`config.mk`:
```
export PLATFORM = sky130hd
export DESIGN_NAME = playfair_digraph_cipher
export DESIGN_NICKNAME = d
export VERILOG_FILES = /design/src/hw/rtl/pdc_pkg.sv /design/src/hw/rtl/pdc_regs.sv /design/src/hw/rtl/pdc_pairer.sv /design/src/hw/rtl/pdc_cipher.sv /design/src/hw/rtl/playfair_digraph_cipher.sv
export SDC_FILE = /design/constraint.sdc
export NUM_CORES = 1
export LEC_CHECK = 0
export ABC_AREA = 1
export BUFFER_PORTS_ARGS = -buffer_cell sky130_fd_sc_hd__buf_2
export CORE_ASPECT_RATIO = 0.5
export CORE_MARGIN = 2
export CORE_UTILIZATION = 40
export DETAILED_ROUTE_END_ITERATION = 8
export PLACE_DENSITY = 0.58
export REMOVE_ABC_BUFFERS = 1
export SLEW_MARGIN = 0
export SYNTH_ARGS = -nofsm -noshare
export SYNTH_HDL_FRONTEND = slang
export SYNTH_SLANG_ARGS = --single-unit
```
`constraint.sdc`:
```
create_clock -name aclk -period 4.26 [get_ports aclk]
set_clock_uncertainty 0.15 [all_clocks]
set_input_delay 1.065 -clock aclk [delete_from_list [all_inputs] [get_ports aclk]]
set_output_delay 1.065 -clock aclk [all_outputs]
set_load 0.05 [all_outputs]
```
`src/hw/rtl/pdc_pkg.sv`:
```
// ----------------------------------------------------------------------------
// Playfair digraph cipher package
// Grid geometry, letter codes, configuration indexes and shared types.
// ----------------------------------------------------------------------------
package pdc_pkg;

    // Grid geometry and field widths.
    localparam int GridSize = 5;
    localparam int Cells    = GridSize * GridSize;
    localparam int CodeW    = 5;
    localparam int LetterW  = 7;
    localparam int CfgDataW = 60;
    localparam int GridW    = Cells * CodeW;

    typedef logic [CodeW-1:0]    code_t;
    typedef logic [GridSize-1:0] line_oh_t;

    // Letter codes with A as zero.
    localparam code_t CodeI = 5'd8;
    localparam code_t CodeJ = 5'd9;
    localparam code_t CodeQ = 5'd16;
    localparam code_t CodeX = 5'd23;
    localparam code_t CodeZ = 5'd25;

    // ASCII landmarks.
    localparam logic [7:0] AsciiUpA   = 8'h41;
    localparam logic [7:0] AsciiUpZ   = 8'h5A;
    localparam logic [7:0] AsciiLowA  = 8'h61;
    localparam logic [7:0] AsciiLowZ  = 8'h7A;
    localparam logic [7:0] CaseOffset = 8'h20;
    localparam logic [LetterW-1:0] LetterBase = 7'h41;

    // Configuration register indexes.
    typedef enum logic [1:0] {
        CFG_MODE   = 2'd0,
        CFG_GRID_A = 2'd1,
        CFG_GRID_B = 2'd2,
        CFG_GRID_C = 2'd3
    } cfg_index_t;

    // Configuration state seen by the cipher stage.
    typedef struct packed {
        logic             decrypt;
        logic [GridW-1:0] grid;
    } cfg_state_t;

    // One result to be ciphered: a digraph or the empty end marker.
    typedef struct packed {
        logic  marker;
        code_t first;
        code_t second;
        logic  last;
    } pair_entry_t;

    // Head of the pair queue offered to the cipher stage.
    typedef struct packed {
        logic        valid;
        pair_entry_t entry;
    } pair_slot_t;

    // Rotate a one-hot row or column position by one place, forward or back.
    function automatic line_oh_t rotate_oh(line_oh_t v, logic back);
        line_oh_t res;
        for (int i = 0; i < GridSize; i++) begin
            if (back) begin
                res[i] = v[(i + 1) % GridSize];
            end else begin
                res[i] = v[(i + GridSize - 1) % GridSize];
            end
        end
        return res;
    endfunction

endpackage

```
`src/hw/rtl/pdc_regs.sv`:
```
// ----------------------------------------------------------------------------
// Playfair configuration registers
// Holds the cipher direction and the 25 packed grid cells.
// ----------------------------------------------------------------------------
module pdc_regs (
    input  logic                          aclk,
    input  logic                          aresetn,
    input  logic                          cfg_valid,
    output logic                          cfg_ready,
    input  logic [1:0]                    cfg_index,
    input  logic [pdc_pkg::CfgDataW-1:0]  cfg_data,
    output pdc_pkg::cfg_state_t           cfg_state
);

    logic                       decrypt_reg;
    logic [pdc_pkg::GridW-1:0]  grid_reg;

    // Writes are always taken.
    assign cfg_ready = 1'b1;

    // Register writes; the grid words land directly on their cell fields.
    always_ff @(posedge aclk) begin
        if (!aresetn) begin
            decrypt_reg <= 1'b0;
            grid_reg    <= '0;
        end else if (cfg_valid) begin
            unique case (pdc_pkg::cfg_index_t'(cfg_index))
                pdc_pkg::CFG_MODE:   decrypt_reg <= cfg_data[0];
                pdc_pkg::CFG_GRID_A: grid_reg[59:0] <= cfg_data;
                pdc_pkg::CFG_GRID_B: grid_reg[119:60] <= cfg_data;
                pdc_pkg::CFG_GRID_C: grid_reg[124:120] <= cfg_data[4:0];
                default: ;
            endcase
        end
    end

    assign cfg_state.decrypt = decrypt_reg;
    assign cfg_state.grid    = grid_reg;

endmodule

```
`src/hw/rtl/pdc_pairer.sv`:
```
// ----------------------------------------------------------------------------
// Playfair digraph pairer
// Folds bytes to letter codes, forms digraphs with one pending letter and
// queues up to two results per item for the cipher stage.
// ----------------------------------------------------------------------------
module pdc_pairer (
    input  logic                aclk,
    input  logic                aresetn,
    input  logic                s_valid,
    output logic                s_ready,
    input  logic [7:0]          s_text_byte,
    input  logic                s_final_byte,
    output pdc_pkg::pair_slot_t head,
    input  logic                take
);

    logic                   pend_valid_reg;
    logic                   pend_valid_next;
    pdc_pkg::code_t         pend_letter_reg;
    pdc_pkg::code_t         pend_letter_next;
    logic [1:0]             ent_valid_reg;
    logic [1:0]             ent_valid_next;
    pdc_pkg::pair_entry_t   ent0_reg;
    pdc_pkg::pair_entry_t   ent1_reg;
    pdc_pkg::pair_entry_t   ent0_next;
    pdc_pkg::pair_entry_t   ent1_next;
    logic [7:0]             folded;
    logic                   is_letter;
    pdc_pkg::code_t         code;
    pdc_pkg::pair_entry_t   pad;
    logic                   accept;

    // A new item enters when the queue is empty or its only entry leaves now.
    assign s_ready = !ent_valid_reg[0] || (take && !ent_valid_reg[1]);
    assign accept  = s_valid && s_ready;

    // Case folding, letter detection and the J to I merge.
    always_comb begin
        folded = s_text_byte;
        if (s_text_byte >= pdc_pkg::AsciiLowA && s_text_byte <= pdc_pkg::AsciiLowZ) begin
            folded = s_text_byte - pdc_pkg::CaseOffset;
        end
        is_letter = (folded >= pdc_pkg::AsciiUpA) && (folded <= pdc_pkg::AsciiUpZ);
        code = pdc_pkg::CodeW'(folded - pdc_pkg::AsciiUpA);
        if (code == pdc_pkg::CodeJ) begin
            code = pdc_pkg::CodeI;
        end
    end

    // Digraph forming: doubled letters take a filler, the final byte pads
    // a lone letter, flags the last digraph or emits the empty end marker.
    always_comb begin
        pend_valid_next  = pend_valid_reg;
        pend_letter_next = pend_letter_reg;
        ent_valid_next   = 2'b00;
        ent0_next        = '0;
        ent1_next        = '0;
        pad              = '0;
        if (is_letter) begin
            if (pend_valid_reg) begin
                ent_valid_next[0] = 1'b1;
                ent0_next.first   = pend_letter_reg;
                if (code == pend_letter_reg) begin
                    ent0_next.second = (pend_letter_reg == pdc_pkg::CodeX) ?
                                       pdc_pkg::CodeQ : pdc_pkg::CodeX;
                end else begin
                    ent0_next.second = code;
                    pend_valid_next  = 1'b0;
                end
            end else begin
                pend_letter_next = code;
                pend_valid_next  = 1'b1;
            end
        end
        if (s_final_byte) begin
            pad.first  = pend_letter_next;
            pad.second = (pend_letter_next == pdc_pkg::CodeZ) ?
                         pdc_pkg::CodeX : pdc_pkg::CodeZ;
            pad.last   = 1'b1;
            if (pend_valid_next) begin
                if (ent_valid_next[0]) begin
                    ent1_next         = pad;
                    ent_valid_next[1] = 1'b1;
                end else begin
                    ent0_next         = pad;
                    ent_valid_next[0] = 1'b1;
                end
                pend_valid_next = 1'b0;
            end else if (ent_valid_next[0]) begin
                ent0_next.last = 1'b1;
            end else begin
                ent0_next.marker  = 1'b1;
                ent0_next.last    = 1'b1;
                ent_valid_next[0] = 1'b1;
            end
        end
    end

    // Pending letter and the two-entry result queue.
    always_ff @(posedge aclk) begin
        if (!aresetn) begin
            pend_valid_reg  <= 1'b0;
            pend_letter_reg <= '0;
            ent_valid_reg   <= 2'b00;
        end else if (accept) begin
            pend_valid_reg  <= pend_valid_next;
            pend_letter_reg <= pend_letter_next;
            ent_valid_reg   <= ent_valid_next;
        end else if (take) begin
            ent_valid_reg   <= {1'b0, ent_valid_reg[1]};
        end
    end

    // Queue payload.
    always_ff @(posedge aclk) begin
        if (accept) begin
            ent0_reg <= ent0_next;
            ent1_reg <= ent1_next;
        end else if (take) begin
            ent0_reg <= ent1_reg;
        end
    end

    assign head.valid = ent_valid_reg[0];
    assign head.entry = ent0_reg;

endmodule

```
`src/hw/rtl/pdc_cipher.sv`:
```
// ----------------------------------------------------------------------------
// Playfair cipher stage
// Locates both letters in the grid by parallel compare, applies the row,
// column or rectangle rule and registers the result item.
// ----------------------------------------------------------------------------
module pdc_cipher (
    input  logic                                aclk,
    input  logic                                aresetn,
    input  pdc_pkg::cfg_state_t                 cfg_state,
    input  pdc_pkg::pair_slot_t                 head,
    output logic                                take,
    output logic                                m_valid,
    input  logic                                m_ready,
    output logic [pdc_pkg::LetterW-1:0]         m_first_letter,
    output logic [pdc_pkg::LetterW-1:0]         m_second_letter,
    output logic                                m_pair_valid,
    output logic                                m_last_pair
);

    localparam int N = pdc_pkg::GridSize;

    logic [pdc_pkg::Cells-1:0]     match_a, match_b, hit_a, hit_b;
    logic [pdc_pkg::Cells-1:0]     cell_a, cell_b;
    pdc_pkg::line_oh_t             row_a, row_b, col_a, col_b;
    pdc_pkg::line_oh_t             row_a2, row_b2, col_a2, col_b2;
    pdc_pkg::code_t                code_a, code_b;
    logic [pdc_pkg::LetterW-1:0]   first_next, second_next;
    logic                          m_valid_reg;
    logic [pdc_pkg::LetterW-1:0]   first_reg, second_reg;
    logic                          pair_valid_reg, last_reg;

    assign take = head.valid && (!m_valid_reg || m_ready);

    // Letter lookup: lowest matching cell, cell zero when absent.
    always_comb begin
        for (int p = 0; p < pdc_pkg::Cells; p++) begin
            match_a[p] = cfg_state.grid[p*pdc_pkg::CodeW +: pdc_pkg::CodeW] == head.entry.first;
            match_b[p] = cfg_state.grid[p*pdc_pkg::CodeW +: pdc_pkg::CodeW] == head.entry.second;
        end
        hit_a = match_a & (~match_a + 1'b1);
        hit_b = match_b & (~match_b + 1'b1);
        if (match_a == '0) begin
            hit_a = pdc_pkg::Cells'(1);
        end
        if (match_b == '0) begin
            hit_b = pdc_pkg::Cells'(1);
        end
    end

    // One-hot row and column of each letter.
    always_comb begin
        row_a = '0;
        row_b = '0;
        col_a = '0;
        col_b = '0;
        for (int r = 0; r < N; r++) begin
            for (int c = 0; c < N; c++) begin
                row_a[r] = row_a[r] | hit_a[r*N + c];
                row_b[r] = row_b[r] | hit_b[r*N + c];
                col_a[c] = col_a[c] | hit_a[r*N + c];
                col_b[c] = col_b[c] | hit_b[r*N + c];
            end
        end
    end

    // Playfair rules: shift along a shared row or column, else swap columns.
    always_comb begin
        row_a2 = row_a;
        row_b2 = row_b;
        col_a2 = col_a;
        col_b2 = col_b;
        if (row_a == row_b) begin
            col_a2 = pdc_pkg::rotate_oh(col_a, cfg_state.decrypt);
            col_b2 = pdc_pkg::rotate_oh(col_b, cfg_state.decrypt);
        end else if (col_a == col_b) begin
            row_a2 = pdc_pkg::rotate_oh(row_a, cfg_state.decrypt);
            row_b2 = pdc_pkg::rotate_oh(row_b, cfg_state.decrypt);
        end else begin
            col_a2 = col_b;
            col_b2 = col_a;
        end
    end

    // Read the target cells through a one-hot select.
    always_comb begin
        code_a = '0;
        code_b = '0;
        for (int r = 0; r < N; r++) begin
            for (int c = 0; c < N; c++) begin
                cell_a[r*N + c] = row_a2[r] & col_a2[c];
                cell_b[r*N + c] = row_b2[r] & col_b2[c];
                if (cell_a[r*N + c]) begin
                    code_a = code_a |
                             cfg_state.grid[(r*N + c)*pdc_pkg::CodeW +: pdc_pkg::CodeW];
                end
                if (cell_b[r*N + c]) begin
                    code_b = code_b |
                             cfg_state.grid[(r*N + c)*pdc_pkg::CodeW +: pdc_pkg::CodeW];
                end
            end
        end
        if (head.entry.marker) begin
            first_next  = '0;
            second_next = '0;
        end else begin
            first_next  = pdc_pkg::LetterBase + {2'b00, code_a};
            second_next = pdc_pkg::LetterBase + {2'b00, code_b};
        end
    end

    // Output register.
    always_ff @(posedge aclk) begin
        if (!aresetn) begin
            m_valid_reg <= 1'b0;
        end else if (take) begin
            m_valid_reg <= 1'b1;
        end else if (m_ready) begin
            m_valid_reg <= 1'b0;
        end
    end

    always_ff @(posedge aclk) begin
        if (take) begin
            first_reg      <= first_next;
            second_reg     <= second_next;
            pair_valid_reg <= !head.entry.marker;
            last_reg       <= head.entry.last;
        end
    end

    assign m_valid         = m_valid_reg;
    assign m_first_letter  = first_reg;
    assign m_second_letter = second_reg;
    assign m_pair_valid    = pair_valid_reg;
    assign m_last_pair     = last_reg;

endmodule

```
`src/hw/rtl/playfair_digraph_cipher.sv`:
```
// ----------------------------------------------------------------------------
// Playfair digraph cipher
// Streams raw text bytes into ciphered Playfair digraphs over a 5x5 grid.
// ----------------------------------------------------------------------------
// The block accepts one text byte per cycle while s_ready is high; results
// pass the pair queue and the output register. A byte yields no result, one
// result, or two (a doubled letter on the final byte); the cipher stage
// handles one digraph per cycle unless the output stalls, so a byte with two
// results holds the input. Software loads the grid as packed 5-bit letter
// codes and picks the direction; configuration writes are taken in any cycle
// but belong only between messages. A final byte with nothing left to send
// gives a single empty result with pair_valid low and last_pair high.
module playfair_digraph_cipher (
    input  logic                                aclk,
    input  logic                                aresetn,
    input  logic                                s_valid,
    output logic                                s_ready,
    input  logic [7:0]                          s_text_byte,
    input  logic                                s_final_byte,
    output logic                                m_valid,
    input  logic                                m_ready,
    output logic [pdc_pkg::LetterW-1:0]         m_first_letter,
    output logic [pdc_pkg::LetterW-1:0]         m_second_letter,
    output logic                                m_pair_valid,
    output logic                                m_last_pair,
    input  logic                                cfg_valid,
    output logic                                cfg_ready,
    input  logic [1:0]                          cfg_index,
    input  logic [pdc_pkg::CfgDataW-1:0]        cfg_data
);

    pdc_pkg::cfg_state_t cfg_state;
    pdc_pkg::pair_slot_t head;
    logic                take;

    // Configuration registers.
    pdc_regs u_regs (
        .aclk      (aclk),
        .aresetn   (aresetn),
        .cfg_valid (cfg_valid),
        .cfg_ready (cfg_ready),
        .cfg_index (cfg_index),
        .cfg_data  (cfg_data),
        .cfg_state (cfg_state)
    );

    // Byte folding and digraph forming.
    pdc_pairer u_pairer (
        .aclk         (aclk),
        .aresetn      (aresetn),
        .s_valid      (s_valid),
        .s_ready      (s_ready),
        .s_text_byte  (s_text_byte),
        .s_final_byte (s_final_byte),
        .head         (head),
        .take         (take)
    );

    // Grid lookup and result register.
    pdc_cipher u_cipher (
        .aclk            (aclk),
        .aresetn         (aresetn),
        .cfg_state       (cfg_state),
        .head            (head),
        .take            (take),
        .m_valid         (m_valid),
        .m_ready         (m_ready),
        .m_first_letter  (m_first_letter),
        .m_second_letter (m_second_letter),
        .m_pair_valid    (m_pair_valid),
        .m_last_pair     (m_last_pair)
    );

endmodule

```
==> results of run 1 <==
==> power by group <==
group | internal, mW | total [mW] | switching, mW
Sequential | 1.76 | 1.85 | 0.0903
Clock | 0.824 | 1.76 | 0.934
Combinational | 2.94 | 7.38 | 4.44
Total | 5.52 | 11.0 | 5.47
==> cell usage in the layout (no fill, tap or decap), types with 4 or more instances in the layout <==
master / netlist / layout
a21oi_1: 130 / 121
a21oi_2: 1 / 7
buf_12: 1 / 42
buf_16: 0 / 5
buf_2: 46 / 92
buf_4: 31 / 554
buf_6: 22 / 69
buf_8: 1 / 9
clkbuf_16: 0 / 19
clkinv_1: 9 / 6
clkinv_8: 0 / 7
dfxtp_1: 135 / 135
edfxtp_1: 36 / 36
ha_1: 8 / 6
inv_1: 225 / 220
inv_12: 0 / 5
inv_2: 11 / 12
inv_6: 0 / 7
nand2_1: 907 / 806
nand2_2: 20 / 75
nand2_4: 1 / 41
nand2_8: 0 / 6
nand3_1: 137 / 84
nand3_2: 19 / 39
nand3_4: 5 / 41
nand3b_1: 14 / 14
nand4_1: 200 / 200
nor2_1: 368 / 255
nor2_2: 15 / 80
nor2_4: 6 / 54
o211ai_1: 7 / 7
o21ai_0: 169 / 161
o21ai_1: 11 / 15
or2_2: 6 / 4
xnor2_1: 51 / 44
xnor2_2: 0 / 7
xor2_1: 29 / 29
==> per-layer routing <==
| metal | GRT usage, % | vias up |
|---|---|---|
| met3 | 15.81 | 184 |
| met2 | 60.31 | 1258 |
| met4 | 10.22 | 2 |
| met1 | 59.33 | 10060 |
| met5 | 0.3571 | - |
| li1 | - | 10050 |
==> logic make-up after synthesis <==
family | Yosys count | synth area share (%)
simple gates | 1716 | 48.21
buf+inv | 398 | 11.94
compound gates | 324 | 10.57
flops | 171 | 24.15
xor+xnor | 80 | 4.472
fa+ha+maj | 8 | 0.6389
other cells | 1 | 0.02393
==> area by class of cell <==
cell class | instances | area share (%)
clock buffers | 17 | 1.735
clock inverters | 15 | 0.8827
inverters | 249 | 4.046
multi-input cells | 2132 | 48.23
flip-flops and latches | 171 | 15.43
well taps | 530 | 2.704
repair buffers | 774 | 26.89
repair inverters | 3 | 0.08164
==> metrics by stage <==
stage	setup slack, ps	power (mW)	instances	setup TNS (ps)
after detailed placement	-795.4	7.272	3767	-7951
final	-447.1	10.99	3891	-4324
after global routing	-620.6	11.27	3891	-6539
after floorplan	-500.1	4.156	2549	-5726
after CTS	-264.6	9.995	3871	-2261
after global placement	-790.2	7.289	3767	-7885
==> worst max-delay path by stage <==
stage / from / end
after floorplan: u_pairer.head[6]$_DFFE_PP_ / u_cipher.m_first_letter[2]$_SDFFCE_PP0P_
after global placement: u_pairer.head[1]$_DFFE_PP_ / u_cipher.m_second_letter[2]$_SDFFCE_PP0P_
after detailed placement: u_pairer.head[1]$_DFFE_PP_ / u_cipher.m_second_letter[4]$_SDFFCE_PP0P_
after CTS: u_pairer.head[4]$_DFFE_PP_ / u_cipher.m_second_letter[4]$_SDFFCE_PP0P_
after global routing: u_pairer.head[4]$_DFFE_PP_ / u_cipher.m_second_letter[4]$_SDFFCE_PP0P_
final: u_pairer.head[1]$_DFFE_PP_ / u_cipher.m_second_letter[4]$_SDFFCE_PP0P_
==> what timing repair did <==
action | 4_1_cts | 5_1_grt
setup endpoints to repair | 12 | 12
gates resized for setup | 321 | 258
buffers inserted | 62 | 26
pin swaps | 77 | 128
cloned | 14 | 3
==> critical path, delay by kind of cell, from the launching register on <==
kind / cells / cell delay [ps]
AND/OR/NAND/NOR: 22 / 2210
buffers and inverters: 7 / 990
flip-flops: 1 / 460
AO/OA/AOI/OAI: 2 / 420
adder cells (fa/ha/maj): 1 / 190
==> results.md, run 1 <==
* Io pins at 95
* CTS tree: done
* Leak pwr at 12.19 nW
* Pwr/cell area at 448.2 nW/µm²
* Yosys warns at 0
* Hold Slack at 281.7 ps
* Pre-antenna DRT Iters at 7
* DRT iter0 DRCs at 2726
* Worst Path Arrival at 4790 ps
* Synth top area share at 21.73%
* Worst Hold Endpoint: u_cipher.m_last_pair$_DFFE_PP_
* Insertion delay to the later sink of the worst-skew pair at 480 ps
* First-pass GRT wire length at 125500 µm
* Most frequent cell after synthesis: nand2_1
* Commonest cells in the netlist: 907 x nand2_1, 368 x nor2_1, 225 x inv_1, 200 x nand4_1, 169 x o21ai_0
* I/O Buffers at 93
* Fin util at 63.31%
* Worst r2r src: u_pairer.head[1]$_DFFE_PP_
* FILL cells at 3690
* Top post-synthesis cells by area: nand2_1 22%, dfxtp_1 17%, nor2_1 8.8%
* Peak VDD IR at 0.3638 mV
* Synthesized cell area at 15670 µm²
* Area after DPL at 20790 µm²
* Vias per Instance at 5.538
* Top_reg_cell synth: dfxtp_1
* Clock Path Buffers at 2
* Vias at 21550
* Met2 Wirelength at 35610 µm
* Async SR Flop Fraction at 0%
* Post-synthesis sequential area ratio at 24.15%
* Period utilization at 110.5%
* Top Metal Used: met5
* FF+latch count, synth at 171
* Design Area, Final at 24520 µm²
* Largest net degree at the start of global routing at 67
* Area of the core at 38730 µm²
* Starting density of the core at 40.45%
* GPL Wtd Cong at 1.055
* Nets at 3432
* Max_cap viols at 0
* Register area at 3784 µm²
* Netlist cell types at 45
* Final worst slack at -447.1 ps
* CTS sink cnt at 171
* Vias in the first global route at 19080
* Fin. Hold Viols at 0
* Max reg flops at 125
* Worst hold start: u_pairer.head[0]$_DFFE_PP_
* Max FO, Critical Path at 6
* Die Y at 144.0 µm
* WHS Path Cells at 0
* Post-Route WL at 90120 µm
* # hold bufs at CTS at 0
* Hold WC Path Type: flop to flop
* Failing checks: setup timing
* Routed wl met3 at 12900 µm
* Fmax at 0.2124 GHz
* Reg clk slew, reported paths at 90 ps
* CTS buffer count at 17
* Grt ovf at 0
* CP Capture Type: flop
* Syn_area_per_cell at 5.808 µm²
* Mapped Cells at 2698
* Status: finished with violations
* Max-slew violation count at 0
* Req. time, crit path at 4350 ps
* Initial antenna violation count at 1
* Die W at 283.9 µm
* H-Tree Depth at 4
* DIE AREA at 40870 µm²
* Layout cells sized above 1 at 35.82%
* Antenna Cells at 0
* # DRC at 0
* WS Path Type: flop to flop
* HPWL Detailed at 68830 µm
* Layout Area Growth over Synthesis at 56.50%
* Final setup viols at 12
* Slew headroom at 41.72%
* Cell seen most often among critical-path stages: nand2_1
* Multi-input logic area at 11830 µm²
* Crit-path max cell delay at 460 ps
* Tmin final at 4707 ps
* Tot GR Track Use at 42.25%
* R2R Setup Slk at -450 ps
* Root buf cell: clkbuf_16
* Worst Setup Start Kind: flop
* RSZ-0062 raised after global routing: true
* Slew @ Worst Pin at 870.3 ps
* Largest area contributor in the netlist: nand2_1
* Reg2reg path depth at 32
* Post-synth EDFFs at 36
* Critical R2R Capture: u_cipher.m_second_letter[4]$_SDFFCE_PP0P_
* DR WL/cell at 23.16 µm
* Routed Antenna Nets at 0
* Row count at 51
* M1 WL at 38870 µm
* Slowest CP cell: edfxtp_1
Note: power is estimated with default switching activity, not from simulation.
==> inputs of run 2 (changes only) <==
--- a/config.mk
+++ b/config.mk
@@ -8,7 +8,6 @@
 export ABC_AREA = 1
 export BUFFER_PORTS_ARGS = -buffer_cell sky130_fd_sc_hd__buf_2
 export CORE_ASPECT_RATIO = 0.5
-export CORE_MARGIN = 2
 export CORE_UTILIZATION = 40
 export DETAILED_ROUTE_END_ITERATION = 8
 export PLACE_DENSITY = 0.58
==> constraint.sdc (replaced) <==
create_clock -name aclk -period 5.3 [get_ports aclk]
set_clock_uncertainty 0.15 [all_clocks]
set_input_delay 1.325 -clock aclk [delete_from_list [all_inputs] [get_ports aclk]]
set_output_delay 1.325 -clock aclk [all_outputs]
set_load 0.05 [all_outputs]
==> results.md, run 2 (synthesis gave the netlist of run 1 again) <==
* Hold WC Path Type: flop to flop
* Peak VDD IR at 0.2712 mV
* Layout cells sized above 1 at 16.32%
* CTS tree: done
* Cell seen most often among critical-path stages: nand2_1
* Worst Path Arrival at 5170 ps
* Slowest CP cell: edfxtp_1
* WHS Path Cells at 0
* DR WL/cell at 23.66 µm
* Root buf cell: clkbuf_16
* FILL cells at 4148
* Hold Slack at 280.6 ps
* Routed Antenna Nets at 0
* Post-Place Cells at 3365
* Tot GR Track Use at 40.18%
* Worst Hold Endpoint: u_cipher.m_last_pair$_DFFE_PP_
* Starting density of the core at 41.26%
* Die W at 281.9 µm
* Fin. Hold Viols at 0
* DIE AREA at 40020 µm²
* Insertion delay to the later sink of the worst-skew pair at 480 ps
* R2R Setup Slk at 210 ps
* Leak pwr at 9.405 nW
* CTS buffer count at 17
* Layout Area Growth over Synthesis at 18.71%
* CTS sink cnt at 171
* Period utilization at 95.98%
* Total power at 7.180 mW
* GPL Wtd Cong at 1.034
* Setup TNS at 0 ps
* Fmax at 0.1966 GHz
* Initial antenna violation count at 2
* Final worst slack at 213.0 ps
* Slew @ Worst Pin at 780.8 ps
* Status: finished clean
* Nets at 2969
* Post-Route WL at 80870 µm
* Final Non-Filler Cells at 3418
* WS Path Type: flop to flop
* Max-slew violation count at 0
* Worst Setup Start Kind: flop
* Largest net degree at the start of global routing at 69
* # DRC at 0
* H-Tree Depth at 4
* Area of the core at 37970 µm²
* HPWL Detailed at 64470 µm
* Clock Path Buffers at 2
* Worst r2r src: u_pairer.head[9]$_DFFE_PP_
* Max FO, Critical Path at 14
* Pre-antenna DRT Iters at 7
* Place WS at 252.8 ps
* Die Y at 142.0 µm
* DRT iter0 DRCs at 2446
* Slew headroom at 47.89%
* Max_cap viols at 0
* Reg2reg path depth at 29
* Final setup viols at 0
* Worst hold start: u_pairer.head[0]$_DFFE_PP_
* Row count at 50
* Pwr/cell area at 386.0 nW/µm²
* Grt ovf at 0
* Tmin final at 5087 ps
* Io pins at 95
* I/O Buffers at 93
* First-pass GRT wire length at 115700 µm
* Reg clk slew, reported paths at 90 ps
* Max reg flops at 125
* Critical R2R Capture: u_cipher.m_second_letter[2]$_SDFFCE_PP0P_
* Most common cell after layout, fill and taps aside: nand2_1
* Most frequent cells in the layout: 899 x nand2_1, 353 x nor2_1, 224 x inv_1, 202 x buf_4, 200 x nand4_1
* Antenna Cells at 0
* Vias per Instance at 5.614
* CP Capture Type: flop
* Vias in the first global route at 16870
* Crit-path max cell delay at 460 ps
* Vias at 19190
* Req. time, crit path at 5380 ps
run 2: through the flow:
| step | utilization (%) | area (µm²) |
|---|---|---|
| floorplan | - | 14740 |
| global placement | 46.40 | 17620 |
| detailed placement | 46.40 | 17620 |
| CTS | 48.09 | 18260 |
| global route | 48.98 | 18600 |
| finish | 48.98 | 18600 |
run 2: routing by layer:
metal	wire length [µm]	global-route usage, %	up-vias
met3	11290	15.56	114
met5	13	0	-
li1	-	-	9105
met4	1766	9.811	2
met1	36120	57.70	8970
met2	31680	55.19	996
run 2: what timing repair did:
action,CTS,global route
endpoints found under the setup margin,0,10
setup buffers,0,19
hold buffers,0,0
resized for setup,0,47
run 2: area by class of cell:
type                            instances  area, µm²  area share (%)
Timing Repair inverter                  1      6.256         0.03363
Tap cell                              520      650.6           3.498
Inverter                              249      959.7           5.159
Timing Repair Buffer                  316       2411           12.96
Multi-Input combinational cell       2129      10150           54.55
Sequential cell                       171       3784           20.34
Clock buffer                           17      425.4           2.287
Clock inverter                         15      216.5           1.164
run 2: how the worst max path moves through the flow:
stage	start	to	cells after the start
2_1_floorplan	u_pairer.head[6]$_DFFE_PP_	u_cipher.m_first_letter[2]$_SDFFCE_PP0P_	29
3_3_place_gp	u_pairer.head[3]$_DFFE_PP_	u_cipher.m_first_letter[2]$_SDFFCE_PP0P_	28
3_5_place_dp	u_pairer.head[2]$_DFFE_PP_	u_cipher.m_first_letter[4]$_SDFFCE_PP0P_	31
4_1_cts	u_pairer.head[2]$_DFFE_PP_	u_cipher.m_first_letter[4]$_SDFFCE_PP0P_	31
5_1_grt	u_pairer.head[9]$_DFFE_PP_	u_cipher.m_second_letter[2]$_SDFFCE_PP0P_	34
6_report	u_pairer.head[9]$_DFFE_PP_	u_cipher.m_second_letter[2]$_SDFFCE_PP0P_	29
run 2: critical path, delay by kind of cell (launching register included):
| family | cells | cell delay (ps) |
|---|---|---|
| simple gates | 20 | 2660 |
| buf+inv | 6 | 1030 |
| flops | 1 | 460 |
| fa+ha+maj | 1 | 280 |
| compound gates | 2 | 250 |
run 2: power breakdown:
group          internal [mW]  switching (mW)  leakage [nW]  total (mW)
logic                   1.40            2.85          7.64        4.25
clock network          0.662           0.739         0.307        1.40
registers               1.41           0.117          1.46        1.53
